===== config.mk =====
export PLATFORM = sky130hd
export DESIGN_NAME = bounded_deque_engine
export DESIGN_NICKNAME = d
export VERILOG_FILES = /design/src/rtl/bdq_pkg.sv /design/src/rtl/bdq_datapath.sv /design/src/rtl/bdq_ctrl.sv /design/src/rtl/bounded_deque_engine.sv
export SDC_FILE = /design/constraint.sdc
export NUM_CORES = 1
export LEC_CHECK = 0
export ABC_AREA = 1
export BUFFER_PORTS_ARGS = -buffer_cell sky130_fd_sc_hd__buf_2
export CAP_MARGIN = 20
export CORE_MARGIN = 3
export CORE_UTILIZATION = 45
export DETAILED_ROUTE_END_ITERATION = 6
export PLACE_DENSITY = 0.67
export SYNTH_ARGS = -nofsm -noshare
export SYNTH_HDL_FRONTEND = slang
export SYNTH_SLANG_ARGS = --single-unit

===== constraint.sdc =====
create_clock -name clk_i -period 4.2 [get_ports clk_i]
set_input_delay 0.63 -clock clk_i [delete_from_list [all_inputs] [get_ports clk_i]]
set_output_delay 0.63 -clock clk_i [all_outputs]
set_load 0.05 [all_outputs]

===== src/rtl/bdq_pkg.sv =====
// bdq_pkg: shared types and constants for the bounded deque engine
`timescale 1ns / 1ps
package bdq_pkg;

  localparam int DATA_W    = 32;
  localparam int OP_W      = 2;
  localparam int ST_W      = 2;
  localparam int CAP_W     = 5;
  localparam int DEPTH_DEF = 16;
  localparam logic [CAP_W-1:0] CAP_RESET = 5'd16;

  typedef enum logic [OP_W-1:0] {
    OP_PUSH_LEFT  = 2'd0,
    OP_PUSH_RIGHT = 2'd1,
    OP_POP_LEFT   = 2'd2,
    OP_POP_RIGHT  = 2'd3
  } op_e;

  typedef enum logic [ST_W-1:0] {
    ST_OK    = 2'd0,
    ST_FULL  = 2'd1,
    ST_EMPTY = 2'd2
  } status_e;

  // controller to datapath
  typedef struct packed {
    logic latch;
    logic rd_en;
    logic commit;
    logic load_out;
  } dp_cmd_t;

  // datapath to controller
  typedef struct packed {
    logic is_pop;
    logic ok;
  } dp_sts_t;

endpackage


===== src/rtl/bdq_datapath.sv =====
// bdq_datapath: ring store, head and count registers, capacity register and result register
`timescale 1ns / 1ps
module bdq_datapath #(
  parameter int DEPTH = bdq_pkg::DEPTH_DEF
) (
  input  logic                       clk_i,
  input  logic                       rst_ni,
  input  logic                       cfg_we_i,
  input  logic [bdq_pkg::CAP_W-1:0]  cfg_wdata_i,
  input  logic [bdq_pkg::OP_W-1:0]   req_type_i,
  input  logic [bdq_pkg::DATA_W-1:0] push_value_i,
  input  bdq_pkg::dp_cmd_t           cmd_i,
  output bdq_pkg::dp_sts_t           sts_o,
  output logic [bdq_pkg::OP_W-1:0]   done_op_o,
  output logic [bdq_pkg::ST_W-1:0]   status_o,
  output logic [bdq_pkg::DATA_W-1:0] item_value_o
);
  import bdq_pkg::*;

  localparam int AW   = (DEPTH > 1) ? $clog2(DEPTH) : 1;
  localparam int CW   = $clog2(DEPTH + 1);
  localparam int SW   = AW + 1;
  localparam int CMPW = (CAP_W > CW) ? CAP_W : CW;
  localparam logic [SW-1:0]   DEPTH_S = SW'(DEPTH);
  localparam logic [CMPW-1:0] DEPTH_C = CMPW'(DEPTH);
  localparam logic [AW-1:0]   LAST_A  = AW'(DEPTH - 1);

  logic [DATA_W-1:0] mem [DEPTH];
  logic [DATA_W-1:0] rd_q;

  logic [CAP_W-1:0]  capacity_q;
  logic [AW-1:0]     head_q, head_d;
  logic [CW-1:0]     count_q, count_d;
  op_e               op_q;
  logic [DATA_W-1:0] val_q;

  logic [OP_W-1:0]   done_op_q;
  logic [ST_W-1:0]   status_q;
  logic [DATA_W-1:0] item_q;

  logic [CMPW-1:0] cap_ext, cap_eff;
  logic            is_push, full, empty, ok;
  logic [AW-1:0]   head_dec, head_inc, tail_push, tail_pop, addr;
  logic [SW-1:0]   sum_push, sum_pop;
  status_e         st_next;

  always_comb begin
    cap_ext = CMPW'(capacity_q);
    cap_eff = (cap_ext > DEPTH_C) ? DEPTH_C : cap_ext;
    is_push = !op_q[1];
    full    = CMPW'(count_q) >= cap_eff;
    empty   = count_q == '0;
    ok      = is_push ? !full : !empty;
  end

  // ring positions left of head, right of head, and at either tail
  always_comb begin
    head_dec  = (head_q == '0) ? LAST_A : head_q - AW'(1);
    head_inc  = (head_q == LAST_A) ? '0 : head_q + AW'(1);
    sum_push  = SW'(head_q) + SW'(count_q);
    sum_pop   = sum_push - SW'(1);
    tail_push = (sum_push >= DEPTH_S) ? AW'(sum_push - DEPTH_S) : AW'(sum_push);
    tail_pop  = (sum_pop >= DEPTH_S) ? AW'(sum_pop - DEPTH_S) : AW'(sum_pop);
  end

  always_comb begin
    case (op_q)
      OP_PUSH_LEFT:  addr = head_dec;
      OP_PUSH_RIGHT: addr = tail_push;
      OP_POP_LEFT:   addr = head_q;
      OP_POP_RIGHT:  addr = tail_pop;
      default:       addr = head_q;
    endcase
  end

  always_comb begin
    head_d  = head_q;
    count_d = count_q;
    if (cmd_i.commit && ok) begin
      case (op_q)
        OP_PUSH_LEFT: begin
          head_d  = head_dec;
          count_d = count_q + CW'(1);
        end
        OP_PUSH_RIGHT: count_d = count_q + CW'(1);
        OP_POP_LEFT: begin
          head_d  = head_inc;
          count_d = count_q - CW'(1);
        end
        OP_POP_RIGHT: count_d = count_q - CW'(1);
        default: ;
      endcase
    end
  end

  always_comb begin
    if (ok) begin
      st_next = ST_OK;
    end else if (is_push) begin
      st_next = ST_FULL;
    end else begin
      st_next = ST_EMPTY;
    end
  end

  always_ff @(posedge clk_i or negedge rst_ni) begin
    if (!rst_ni) begin
      capacity_q <= CAP_RESET;
      head_q     <= '0;
      count_q    <= '0;
    end else begin
      if (cfg_we_i) begin
        capacity_q <= cfg_wdata_i;
      end
      head_q  <= head_d;
      count_q <= count_d;
    end
  end

  always_ff @(posedge clk_i) begin
    if (cmd_i.latch) begin
      op_q  <= op_e'(req_type_i);
      val_q <= push_value_i;
    end
  end

  always_ff @(posedge clk_i) begin
    if (cmd_i.commit && ok && is_push) begin
      mem[addr] <= val_q;
    end
    if (cmd_i.rd_en) begin
      rd_q <= mem[addr];
    end
  end

  always_ff @(posedge clk_i) begin
    if (cmd_i.load_out) begin
      done_op_q <= op_q;
      status_q  <= st_next;
      if (!ok) begin
        item_q <= '0;
      end else if (is_push) begin
        item_q <= val_q;
      end else begin
        item_q <= rd_q;
      end
    end
  end

  assign sts_o.is_pop  = !is_push;
  assign sts_o.ok      = ok;
  assign done_op_o     = done_op_q;
  assign status_o      = status_q;
  assign item_value_o  = item_q;

endmodule


===== src/rtl/bdq_ctrl.sv =====
// bdq_ctrl: request sequencing and output word valid
`timescale 1ns / 1ps
module bdq_ctrl (
  input  logic             clk_i,
  input  logic             rst_ni,
  input  logic             in_valid_i,
  output logic             in_ready_o,
  output logic             out_valid_o,
  input  logic             out_ready_i,
  output bdq_pkg::dp_cmd_t cmd_o,
  input  bdq_pkg::dp_sts_t sts_i
);
  import bdq_pkg::*;

  typedef enum logic [1:0] {
    S_IDLE,
    S_EXEC,
    S_READ
  } state_e;

  state_e state_q, state_d;
  logic   out_valid_q;
  logic   out_free, pop_ok;

  always_comb begin
    out_free = !out_valid_q || out_ready_i;
    pop_ok   = sts_i.is_pop && sts_i.ok;
    cmd_o    = '0;
    state_d  = state_q;
    case (state_q)
      S_IDLE: begin
        cmd_o.latch = in_valid_i;
        if (in_valid_i) begin
          state_d = S_EXEC;
        end
      end
      S_EXEC: begin
        if (pop_ok) begin
          cmd_o.rd_en = 1'b1;
          state_d     = S_READ;
        end else if (out_free) begin
          cmd_o.commit   = 1'b1;
          cmd_o.load_out = 1'b1;
          state_d        = S_IDLE;
        end
      end
      S_READ: begin
        // read data holds until the output slot frees up
        if (out_free) begin
          cmd_o.commit   = 1'b1;
          cmd_o.load_out = 1'b1;
          state_d        = S_IDLE;
        end
      end
      default: state_d = S_IDLE;
    endcase
  end

  always_ff @(posedge clk_i or negedge rst_ni) begin
    if (!rst_ni) begin
      state_q     <= S_IDLE;
      out_valid_q <= 1'b0;
    end else begin
      state_q <= state_d;
      if (cmd_o.load_out) begin
        out_valid_q <= 1'b1;
      end else if (out_ready_i) begin
        out_valid_q <= 1'b0;
      end
    end
  end

  assign in_ready_o  = state_q == S_IDLE;
  assign out_valid_o = out_valid_q;

endmodule


===== src/rtl/bounded_deque_engine.sv =====
// bounded_deque_engine: top level of the bounded double-ended queue
//
//   channel   direction  handshake               payload
//   request   in         in_valid_i / in_ready_o  req_type_i, push_value_i
//   result    out        out_valid_o/out_ready_i  done_op_o, status_o, item_value_o
//   config    in         cfg_we_i                 cfg_wdata_i (capacity)
//
// a push or a refused request is latched in idle and its result is loaded in
// the exec step; a pop that succeeds adds a read step for the registered read
// of the single-port ring memory. one request is in flight at a time; the next
// word is taken as soon as the result is loaded, even if it is not yet taken.
// a stalled result holds the sequencer in its last step. reset clears head,
// count and capacity (to 16) at once; the ring is not cleared.
`timescale 1ns / 1ps
module bounded_deque_engine #(
  parameter int DEPTH = bdq_pkg::DEPTH_DEF
) (
  input  logic                       clk_i,
  input  logic                       rst_ni,
  input  logic                       cfg_we_i,
  input  logic [bdq_pkg::CAP_W-1:0]  cfg_wdata_i,
  input  logic                       in_valid_i,
  output logic                       in_ready_o,
  input  logic [bdq_pkg::OP_W-1:0]   req_type_i,
  input  logic [bdq_pkg::DATA_W-1:0] push_value_i,
  output logic                       out_valid_o,
  input  logic                       out_ready_i,
  output logic [bdq_pkg::OP_W-1:0]   done_op_o,
  output logic [bdq_pkg::ST_W-1:0]   status_o,
  output logic [bdq_pkg::DATA_W-1:0] item_value_o
);
  import bdq_pkg::*;

  dp_cmd_t cmd;
  dp_sts_t sts;

  bdq_ctrl u_ctrl (
    .clk_i       (clk_i),
    .rst_ni      (rst_ni),
    .in_valid_i  (in_valid_i),
    .in_ready_o  (in_ready_o),
    .out_valid_o (out_valid_o),
    .out_ready_i (out_ready_i),
    .cmd_o       (cmd),
    .sts_i       (sts)
  );

  bdq_datapath #(
    .DEPTH (DEPTH)
  ) u_dp (
    .clk_i        (clk_i),
    .rst_ni       (rst_ni),
    .cfg_we_i     (cfg_we_i),
    .cfg_wdata_i  (cfg_wdata_i),
    .req_type_i   (req_type_i),
    .push_value_i (push_value_i),
    .cmd_i        (cmd),
    .sts_o        (sts),
    .done_op_o    (done_op_o),
    .status_o     (status_o),
    .item_value_o (item_value_o)
  );

endmodule


==> results.md, run 1 <==
* Layout Area Growth over Synthesis at 13.6%
* Design Power at between 20 and 30 mW
* Vias in the first global route at 18,000
* Startpoint types: flip-flop
* Die area at 0.0629 mm²
* Met3 WL at around 4.9 mm
* Area leader, netlist: edfxtp_1
* Worst r2r dst: u_dp.mem[9][26]$_DFFE_PP_
* Fin crit period at ~3.8 ns
* I/O pin cnt at 82
* Initial core utilization at 0.456
* Routed wl met2 at 32.0 mm
* Die height at between 200 and 300 µm
* Synthesized area per cell at 10.6 µm²
* CP Capture Type: flip-flop
* Final setup viols at 0
* Pwr Density at about 830 mW/mm²
* Placed cell count at 3,302
* Post-DR vias/cell at 5.37
* Sequential fraction of the synthesis area at 0.699
* CP required at 4.47 ns
* Top post-synthesis cells by area: edfxtp_1 68%, nand2_1 18%, nand3_1 5.0%, buf_2 1.6%, dfrtp_1 1.5%
* Final Hold Fails at 0
* Global-route wire length before repair at about 100 mm
* Hold depth at 1
* Post-CTS setup buffer count at 0
* Final Non-Filler Cells at approximately 3,400
* Via count at about 18,000
* Drt wl/cell at 19.8 µm
* CP max stage cell: nand4_1
* CP top delay family: simple AND/OR/NAND/NOR gates
* Kind of critical path: flip-flop to flip-flop
* Yosys reg bits at 631
* DRT Wirelength at about 68 mm
* Clock tree sinks at 631
* Number of flops mapped to enable cells by yosys at 614
* Initial DRC Count at 1,934
* Worst Path Arrival at 4.05 ns
* Synth top area share at 0.684
* GR Overflow Total at 0
* Worst-Skew Late Latency at about 0.60 ns
* Hold_buf cts at 1
* Placement Cell Area at ~0.028 mm²
* Least-Margin Pin Slew at 1.12 ns
* Hold endpoint: u_dp.val_q[9]$_DFFE_PP_
* Antenna Nets Post-Route at 0
* GP Congestion at roughly 0.84
* IO buf count at 81
* CP cell instances: inv_1, a41oi_1, inv_1, nand2_1, ha_1, a21oi_1, o21a_1, a21oi_1, nor2_1, nand4_1, nor2_4, buf_12
* Initial antenna violation count at 0
* Clock-pin slew on the worst setup and hold paths at about 0.06 ns
* Ys Warns at 0
* Ratio of cells with drive above 1 in the final layout at 0.103
* Total leakage power at between 10 and 15 nW
* Slew margin rel. at 0.255
* Max FO, Critical Path at 25
* CTS buffer count at 70
* Setup TNS at 0 ns
* Post-CTS resize count at 0
* DR pass1 iterations at 5
* Mapped Area at 0.0270 mm²
* Root Buffer: clkbuf_16
* Fin area at 0.0306 mm²
* HPWL after DPL at 36.4 mm
* CTS H-tree depth at 3
* Async SR Flop Fraction at 0.0269
* Reg2reg path depth at 12
* Synthesized Nets at between 2,000 and 3,000
* Final Slew Violations at 0
* # fillers at roughly 5,100
* Peak supply drop at 0.00138 V
* Synth cell types at 35
* Die extent in x at approximately 250 µm
* Maximum root-to-sink buffer count at 3
* Top Layer Used: met4
* Met1 Wirelength at 29.4 mm
* Core Region at 0.0591 mm²
* FF-to-FF Start: u_dp.cap_ext[4]$_DFFE_PN1P_
* MaxCap Viol Count at 0
* Setup slack, reg-to-reg at 0.42 ns
* Largest stage delay on the critical path at 0.58 ns
* WP buf/inv at 3
* All-layer global routing usage at 0.214
* Period utilization at 0.899
* Hold_sp: push_value_i[9]
* N_diodes at 0
* RSZ-0062 raised after global routing: no
* Largest net degree at the start of global routing at around 190
* Status: finished clean
* CTS tree: done
* Drc violations at 0
* Fmax at roughly 260 MHz
* Dominant synthesized flop cell: edfxtp_1
* Final nets at 2,669
* Skew final at between 0.02 and 0.025 ns
* Hold WS at 0.201 ns
* Syn Inst Count at 2,536
* Worst hold path type: input port to flip-flop
* Num rows at 89
[Yosys cell counts, types with 2 or more instances]
cell      instances
nand3_2           2
xor2_1            7
o21ai_1           5
nand2_1        1303
a21oi_1          39
nor2_1           32
inv_2             8
nand3_1         269
buf_4            23
nand2_2           3
inv_1            33
buf_2            87
o211ai_1          2
dfrtp_1          16
buf_1             2
fa_1              2
ha_1             19
o21ai_0          17
nand4_1           6
clkbuf_1         30
edfxtp_1        614
xnor2_1           3
buf_6             2
[per-layer routing]
metal	up-vias	GRT usage
li1	8647	-
met1	8896	0.296
met2	758	0.349
met3	117	0.0315
met4	0	0.0740
met5	-	0
[cells by family (layout without fill, tap and decap cells)]
logic type,Yosys count,after routing,share of synthesized area
AOI/OAI and AO/OA,71,71,0.0143
xor gates and xnor gates,10,10,0.00325
adders and majority gates,21,21,0.0103
buffers and inverters,185,305,0.0335
DFF,631,631,0.699
and+or+nand+nor,1618,1618,0.239
[stage by stage]
step                      worst slack, ns  utilization
final                               0.422        0.518
after global routing                0.308        0.518
after CTS                           0.486        0.517
after detailed placement            0.514        0.478
after global placement              0.584        0.478
after floorplan                   0.00739            -
[final cells by class]
| cell class | count | area [µm²] | share of cell area |
|---|---|---|---|
| clock inverter | 37 | 423 | 0.0138 |
| tap | 773 | 967 | 0.0316 |
| sequential | 631 | 18900 | 0.616 |
| inverter | 41 | 156 | 0.00510 |
| timing repair buffer | 140 | 958 | 0.0313 |
| clock buffer | 87 | 1880 | 0.0613 |
| multi-input combinational | 1720 | 7390 | 0.241 |
[report_power, final]
part / internal, mW / switching [mW] / total (mW)
registers: 7.96 / 0.513 / 8.47
logic: 2.91 / 7.90 / 10.8
clock network: 3.78 / 2.39 / 6.17
[worst max path at each step]
| stage | startpoint | end | slack [ns] | cells after the start |
|---|---|---|---|---|
| 5_1_grt | u_dp.head_q[0]$_DFFE_PN0P_ | u_dp.mem[5][26]$_DFFE_PP_ | 0.31 | 13 |
| 3_3_place_gp | u_dp.cap_ext[4]$_DFFE_PN1P_ | u_dp.mem[9][30]$_DFFE_PP_ | 0.58 | 12 |
| 4_1_cts | u_dp.head_q[0]$_DFFE_PN0P_ | u_dp.mem[5][28]$_DFFE_PP_ | 0.49 | 13 |
| 2_1_floorplan | u_dp.head_q[0]$_DFFE_PN0P_ | u_dp.mem[10][0]$_DFFE_PP_ | 0.007 | 11 |
| 6_report | u_dp.cap_ext[4]$_DFFE_PN1P_ | u_dp.mem[9][26]$_DFFE_PP_ | 0.42 | 12 |
| 3_5_place_dp | u_dp.head_q[0]$_DFFE_PN0P_ | u_dp.mem[5][3]$_DFFE_PP_ | 0.51 | 13 |
[registers in the layout, indices dropped and copies added, names as in the netlist]
signal / flops
u_dp.op_q: 2
u_dp.count_q: 5
u_dp.mem: 512
u_dp.head_q: 4
u_dp.done_op_o: 2
u_dp.item_value_o: 32
u_dp.rd_q: 32
u_ctrl.out_valid_o: 1
u_dp.status_o: 2
u_ctrl.state_q: 2
u_dp.cap_ext: 5
u_dp.val_q: 32
[placed cells by master (no fill, tap or decap), types with 2 or more instances in the layout]
cell type / instances
nand2_8: 2
a21oi_1: 39
nand2_1: 1301
fa_1: 2
dfrtp_1: 16
ha_1: 19
clkbuf_1: 14
inv_2: 9
clkinv_2: 11
clkinvlp_4: 2
xor2_1: 7
inv_1: 31
nor2_4: 17
buf_2: 81
nor2_1: 16
clkinv_1: 14
o211ai_1: 2
o21ai_0: 17
bufinv_16: 10
nand2_2: 2
xnor2_1: 3
buf_4: 50
buf_12: 7
clkbuf_16: 73
nand3_1: 269
nand4_1: 6
edfxtp_1: 614
o21ai_1: 5
[worst reg2reg max path: cells and delay by family, from the launching register on]
kind / cells / cell delay (ns)
AO/OA/AOI/OAI: 4 / 0.60
adder cells (fa/ha/maj): 1 / 0.23
flip-flops: 1 / 0.52
AND/OR/NAND/NOR: 4 / 1.68
buffers and inverters: 3 / 0.44
Power figures use the tool's default switching activity.
==> inputs of run 2 (changes only) <==
--- a/config.mk
+++ b/config.mk
@@ -8,9 +8,10 @@
 export ABC_AREA = 1
 export BUFFER_PORTS_ARGS = -buffer_cell sky130_fd_sc_hd__buf_2
 export CAP_MARGIN = 20
-export CORE_MARGIN = 3
+export CORE_MARGIN = 4
 export CORE_UTILIZATION = 45
 export DETAILED_ROUTE_END_ITERATION = 6
+export HOLD_SLACK_MARGIN = 0.05
 export PLACE_DENSITY = 0.67
 export SYNTH_ARGS = -nofsm -noshare
 export SYNTH_HDL_FRONTEND = slang
==> run 2 against run 1 <==
Clock power down 6.0%. Largest power group unchanged. Fmax down 2.4%. Core utilization down 0.35 points. Critical path depth unchanged. Critical path type unchanged. Combinational power about the same. Sequential power about the same. Clock skew down 0.0011 ns. Count of clock-buffer cells in the layout up 2. Total power down 1.6%.
==> results.md, run 2 (synthesized netlist as in run 1, its figures left out) <==
* Antenna Nets Post-Route at 0 (unchanged)
* Post-CTS resize count at 0 (unchanged)
* Int Power at 14.3 mW (-2.5%)
* Commonest cells after routing, fill and taps aside: 1,301 x nand2_1, 614 x edfxtp_1, 269 x nand3_1
* Leading cell type in the layout, fill and taps excluded: nand2_1
* Comb pwr share at 0.429 (+0.004)
* Num rows at 89 (unchanged)
* Design Power at 25.1 mW (-1.6%)
* Peak supply drop at 0.000825 V (-40%)
* Fmax at 258 MHz (-2.4%)
* CTS H-tree depth at 3 (unchanged)
* Vias in the first global route at 18,000 (+0.11%)
* Status: finished clean
* Worst Slack Setup Final at 0.328 ns (-0.0948 ns)
* CP cell instances: inv_1, a41oi_1, inv_1, nand2_1, ha_1, a21oi_1, o21a_1, a21oi_1, nor2_1, nand4_1, nor2_4, buf_12
* CTS buffer count at 67 (-4.3%)
* CP max stage cell: nand4_1
* All-layer global routing usage at 0.210 (-0.00355)
* Total leakage power at 12.4 nW (-1.0%)
* Fin util at 0.515 (-0.00347)
* Least-Margin Pin Slew at 1.08 ns (-0.0371 ns)
* Final Slew Violations at 0 (unchanged)
* Kind of critical path: flip-flop to flip-flop
* Final nets at 2,658 (-0.41%)
* Die area at 0.0639 mm² (+1.6%)
* Die height at 253 µm (+0.80%)
* Clock tree sinks at 631 (unchanged)
* FF-to-FF Start: u_dp.cap_ext[4]$_DFFE_PN1P_
* Final Non-Filler Cells at 3,416 (-0.38%)
* Hold endpoint: u_dp.val_q[30]$_DFFE_PP_
* Hold depth at 1 (unchanged)
* DR pass1 iterations at 5 (unchanged)
* N_diodes at 0 (unchanged)
* Reg2reg path depth at 12 (unchanged)
* Via count at 18,500 (+0.27%)
* CTS tree: done
* GP Congestion at 0.855 (+1.7%)
* Skew final at 0.0234 ns (-0.00110 ns)
* # fillers at 5,084 (+0.67%)
* Worst r2r dst: u_dp.mem[6][4]$_DFFE_PP_
* Placement Cell Area at 0.0283 mm² (about the same)
* Max FO, Critical Path at 15 (-40%)
* Critical Path Start: u_dp.cap_ext[4]$_DFFE_PN1P_
* DRT Wirelength at 68.1 mm (+0.17%)
* Drt wl/cell at 19.9 µm (+0.55%)
* CP Capture Type: flip-flop
* Largest Register: u_dp.mem
* Setup slack, reg-to-reg at 0.33 ns (-0.09 ns)
* Global-route wire length before repair at 104 mm (+0.15%)
* Ratio of cells with drive above 1 in the final layout at 0.0972 (-0.00592)
* Initial DRC Count at 2,147 (+11%)
* Period utilization at 0.922 (+0.0226)
* Initial antenna violation count at 0 (unchanged)
* Layout Area Growth over Synthesis at 12.8%
* Final Hold Fails at 0 (unchanged)
* Hold WS at 0.218 ns (+0.0164 ns)
* Pwr Density at 823 mW/mm² (-0.91%)
* CP required at 4.48 ns (about the same)
* Reg power frac at 0.339 (+0.006)
* Final setup viols at 0 (unchanged)
* Worst-Skew Late Latency at 0.59 ns (about the same)
* HPWL after DPL at 37.8 mm (+3.8%)
* Setup TNS at 0 ns (unchanged)
* CP top delay family: simple AND/OR/NAND/NOR gates
* Startpoint types: flip-flop
* Sw frac at 0.430 (+0.00548)
* Core Region at 0.0591 mm² (unchanged)
* Hold_sp: push_value_i[30]
* Root Buffer: clkbuf_16
* Worst hold path type: input port to flip-flop
* I/O pin cnt at 82 (unchanged)
* Clock-pin slew on the worst setup and hold paths at 0.06 ns (about the same)
* WP buf/inv at 3 (unchanged)
* Worst Path Arrival at 4.15 ns (+0.10 ns)
* Sw power at 10.8 mW (-0.31%)
* Largest net degree at the start of global routing at 165 (-11%)
* Drc violations at 0 (unchanged)
* Fin crit period at 3.87 ns (+0.0948 ns)
* Fin area at 0.0304 mm² (-0.67%)
* GR Overflow Total at 0 (unchanged)
* Clock share of power at 0.232 (-0.010)
* Worst Setup Slack post-DPL at 0.412 ns (-0.102 ns)
* Max reg flops at 512 (unchanged)
* Post-DR vias/cell at 5.41 (+0.65%)
* Die extent in x at 253 µm (+0.80%)
* Placed cell count at 3,296 (-0.18%)
* RSZ-0062 raised after global routing: no
* Slew margin rel. at 0.279 (+0.0247)
* MaxCap Viol Count at 0 (unchanged)
* IO buf count at 81 (unchanged)
* Maximum root-to-sink buffer count at 3 (unchanged)
* Largest stage delay on the critical path at 0.56 ns (-0.02 ns)
* Initial core utilization at 0.456 (unchanged)
-- run 2: cell types whose count changed in the layout (fill, tap and decap cells not counted) --
cell and delta:
buf_4 -10, bufinv_16 -4, clkbuf_1 +4, inv_6 +1
buf_16 -1, clkinv_2 -5, clkinv_4 +1, buf_12 +3
clkbuf_16 -2
-- run 2: worst max-delay path by stage --
stage / endpoint / slack, ns / depth (start not counted)
after floorplan: u_dp.mem[10][0]$_DFFE_PP_ / 0.007 / 11
after global placement: u_dp.mem[6][29]$_DFFE_PP_ / 0.53 / 12
after detailed placement: u_dp.mem[6][31]$_DFFE_PP_ / 0.41 / 12
after CTS: u_dp.mem[6][4]$_DFFE_PP_ / 0.39 / 12
after global routing: u_dp.mem[6][4]$_DFFE_PP_ / 0.19 / 12
final: u_dp.mem[6][4]$_DFFE_PP_ / 0.33 / 12
-- run 2: final cells by class --
cell class	instances	area [µm²]	share of cell area
well taps	773	967	0.0318
repair buffers	132	916	0.0301
clock inverters	30	295	0.00970
multi-input cells	1720	7390	0.243
clock buffers	89	1840	0.0606
flip-flops and latches	631	18900	0.620
inverters	41	156	0.00514
-- run 2: layer usage --
metal  GRT usage  part of all wire
met4      0.0733             0.026
met5           0                 0
met2       0.344              0.48
met3      0.0350             0.076
met1       0.288              0.42
-- run 2: timing repair --
item,4_1_cts,5_1_grt
setup buffers,0,0
hold endpoints to repair,16,0
endpoints found under the setup margin,0,0
hold buffers,1,0
-- run 2: power by group through the flow --
stage / clock (mW) / sequential [mW] / combinational [mW]
2_1_floorplan: 0 / 8.71 / 7.59
3_3_place_gp: 0 / 8.60 / 10.5
3_5_place_dp: 0 / 8.62 / 10.7
4_1_cts: 5.88 / 8.50 / 10.8
5_1_grt: 6.15 / 8.56 / 12.0
6_report: 5.80 / 8.50 / 10.8
==> inputs of run 3 (changes only) <==
--- a/config.mk
+++ b/config.mk
@@ -12,7 +12,7 @@
 export CORE_UTILIZATION = 45
 export DETAILED_ROUTE_END_ITERATION = 6
 export HOLD_SLACK_MARGIN = 0.05
-export PLACE_DENSITY = 0.67
+export PLACE_DENSITY = 0.65
 export SYNTH_ARGS = -nofsm -noshare
 export SYNTH_HDL_FRONTEND = slang
 export SYNTH_SLANG_ARGS = --single-unit
==> constraint.sdc (replaced) <==
create_clock -name clk_i -period 4 [get_ports clk_i]
set_input_delay 0.6 -clock clk_i [delete_from_list [all_inputs] [get_ports clk_i]]
set_output_delay 0.6 -clock clk_i [all_outputs]
set_load 0.05 [all_outputs]
==> run 3 against run 2 <==
Cell area about the same. Count of clock-buffer cells in the layout decreased by 4. Die area unchanged. Cell count increased by 0.47%. Sequential power increased by 4.5%. First-iteration DRC count decreased by 24%. Worst hold slack got worse by 0.061 ns. Combinational power increased by 4%. Global-route usage increased by 0.31 points. Fmax increased by 9.4%. Highest routed layer unchanged.
==> results.md, run 3 (synthesized netlist as in run 1, its figures left out) <==
* Max FO, Critical Path at 18 (+3)
* Largest Register: u_dp.mem
* CTS tree: done
* Pwr Density at 856 mW/mm² (+4.0%)
* I/O pin cnt at 82 (unchanged)
* CP max stage cell: fa_1
* DRT Wirelength at 67.8 mm (-0.52%)
* Die height at 253 µm (unchanged)
* Peak supply drop at 0.000979 V (+19%)
* Placed cell count at 3,306 (+0.30%)
* Initial DRC Count at 1,621 (-24%)
* Comb pwr share at 0.428 (about the same)
* Clock-pin slew on the worst setup and hold paths at 0.06 ns (about the same)
* Total leakage power at 12.5 nW (+0.39%)
* Reg power frac at 0.340 (about the same)
* Commonest cells after routing, fill and taps aside: 1,301 x nand2_1, 614 x edfxtp_1, 269 x nand3_1
* Sw power at 11.3 mW (+4.5%)
* Global-route wire length before repair at 105 mm (+0.79%)
* MaxCap Viol Count at 0 (unchanged)
* Leading cell type in the layout, fill and taps excluded: nand2_1
* Fmax at 282 MHz (+9.4%)
* Max reg flops at 512 (unchanged)
* Skew final at 0.0221 ns (-0.00123 ns)
* Initial antenna violation count at 0 (unchanged)
* Antenna Nets Post-Route at 0 (unchanged)
* Die area at 0.0639 mm² (unchanged)
* Final Non-Filler Cells at 3,432 (+0.47%)
* Largest stage delay on the critical path at 0.54 ns (-0.02 ns)
* CTS buffer count at 69 (+3.0%)
* Startpoint types: flip-flop
* Drc violations at 0 (unchanged)
* Largest net degree at the start of global routing at 174 (+5.5%)
* IO buf count at 81 (unchanged)
* Ratio of cells with drive above 1 in the final layout at 0.104 (+0.00656)
* Maximum root-to-sink buffer count at 3 (unchanged)
* CP Capture Type: flip-flop
* Worst hold path type: input port to flip-flop
* Final Hold Fails at 0 (unchanged)
* Placement Cell Area at 0.0283 mm² (about the same)
* Kind of critical path: flip-flop to flip-flop
* Worst Path Arrival at 3.84 ns (-0.31 ns)
* Vias in the first global route at 18,300 (+1.2%)
* Layout Area Growth over Synthesis at 12.9% (about the same)
* HPWL after DPL at 36.4 mm (-3.6%)
* Drt wl/cell at 19.8 µm (-0.98%)
* Clock share of power at 0.231 (about the same)
* DR pass1 iterations at 6 (+1)
* RSZ-0062 raised after global routing: no
* GP Congestion at 0.818 (-4.2%)
* All-layer global routing usage at 0.213 (+0.00310)
* Initial core utilization at 0.456 (unchanged)
* GR Overflow Total at 0 (unchanged)
* Num rows at 89 (unchanged)
* CTS H-tree depth at 3 (unchanged)
* CP required at 4.30 ns (-0.18 ns)
* Fin area at 0.0305 mm² (about the same)
* # fillers at 5,149 (+1.3%)
* Period utilization at 0.885 (-0.0369)
* Most common cell on crit path: nand2_1
* Final nets at 2,670 (+0.45%)
* Clock tree sinks at 631 (unchanged)
* Core Region at 0.0591 mm² (unchanged)
* Worst-Skew Late Latency at 0.61 ns (+0.02 ns)
* Slew margin rel. at 0.303 (+0.0236)
* Status: finished clean
* Root Buffer: clkbuf_16
* Sw frac at 0.431 (+0.00141)
* Least-Margin Pin Slew at 1.05 ns (-0.0354 ns)
* Final Slew Violations at 0 (unchanged)
* Post-CTS resize count at 0 (unchanged)
* Die extent in x at 253 µm (unchanged)
* WP buf/inv at 4 (+1)
* Int Power at 14.8 mW (+3.9%)
* Final setup viols at 0 (unchanged)
* N_diodes at 0 (unchanged)
* CP cell instances: ha_1, inv_1, fa_1, ha_1, inv_1, nand2_1, nand3_1, nand2_1, nand2_2, inv_2, nand2_1, nor2_4, buf_12
* Via count at 18,300 (-0.64%)
* Fin crit period at 3.54 ns (-0.332 ns)
* CP top delay family: simple AND/OR/NAND/NOR gates
* Post-DR vias/cell at 5.35 (-1.1%)
-- run 3: changes by cell type in the layout (fill, tap and decap cells not counted), sizes merged --
cell	previous run	this run
buf	131	141
bufinv	6	3
clkbuf	89	85
clkinv	21	31
clkinvlp	2	3
inv	42	44
-- run 3: area by class of cell --
cell class                      count  area, µm²  area share
Sequential cell                   631      18900       0.619
Multi-Input combinational cell   1720       7390       0.243
Clock buffer                       85       1810      0.0594
Tap cell                          773        967      0.0318
Timing Repair Buffer              142        941      0.0309
Clock inverter                     40        337      0.0110
Inverter                           41        156     0.00513
-- run 3: power groups by stage --
stage                     Combinational [mW]  Clock (mW)  Sequential, mW
after floorplan                         7.97           0            9.14
after global placement                  11.0           0            8.99
after detailed placement                11.1           0            9.01
after CTS                               11.2        6.16            8.88
after global routing                    12.6        6.46            8.95
final                                   11.2        6.04            8.88
-- run 3: layer usage --
layer / part of all wire / vias up / track usage
met4: 0.024 / 0 / 0.0700
li1: - / 8660 / -
met1: 0.43 / 8930 / 0.292
met2: 0.47 / 643 / 0.350
met3: 0.073 / 115 / 0.0374
met5: 0 / - / 0
-- run 3: final timing paths --
path                                                   to                   startpoint  slack [ns]  cells past startpoint
max in group asynchronous     u_dp.cap_ext[4]$_DFFE_PN1P_                       rst_ni        3.21                      2
setup reg to reg               u_dp.mem[13][30]$_DFFE_PP_   u_dp.head_q[0]$_DFFE_PN0P_        0.46                     13
hold reg to reg               u_dp.count_q[4]$_DFFE_PN0P_  u_dp.count_q[4]$_DFFE_PN0P_        0.53                      2
hold / removal                   u_dp.val_q[10]$_DFFE_PP_             push_value_i[10]        0.16                      1
setup / recovery               u_dp.mem[13][30]$_DFFE_PP_   u_dp.head_q[0]$_DFFE_PN0P_        0.46                     13
min in group asynchronous  u_ctrl.out_valid_o$_DFFE_PN0P_                       rst_ni        0.46                      2
-- run 3: through the flow --
step           total power, mW  worst slack [ns]   util  TNS (ns)  hold WS (ns)
6_report                  26.1             0.459  0.515         0         0.157
5_1_grt                   28.1             0.224  0.515         0         0.142
4_1_cts                   26.2             0.458  0.515         0         0.127
3_5_place_dp              20.1             0.497  0.479         0         0.523
3_3_place_gp              20.0             0.488  0.479         0         0.512
2_1_floorplan             17.1            -0.193      -    -86.81         0.304
-- run 3: what timing repair did --
action	4_1_cts	5_1_grt
buffers inserted	0	0
hold buffers	1	0
setup endpoints to repair	0	0
endpoints found under the hold margin	16	0
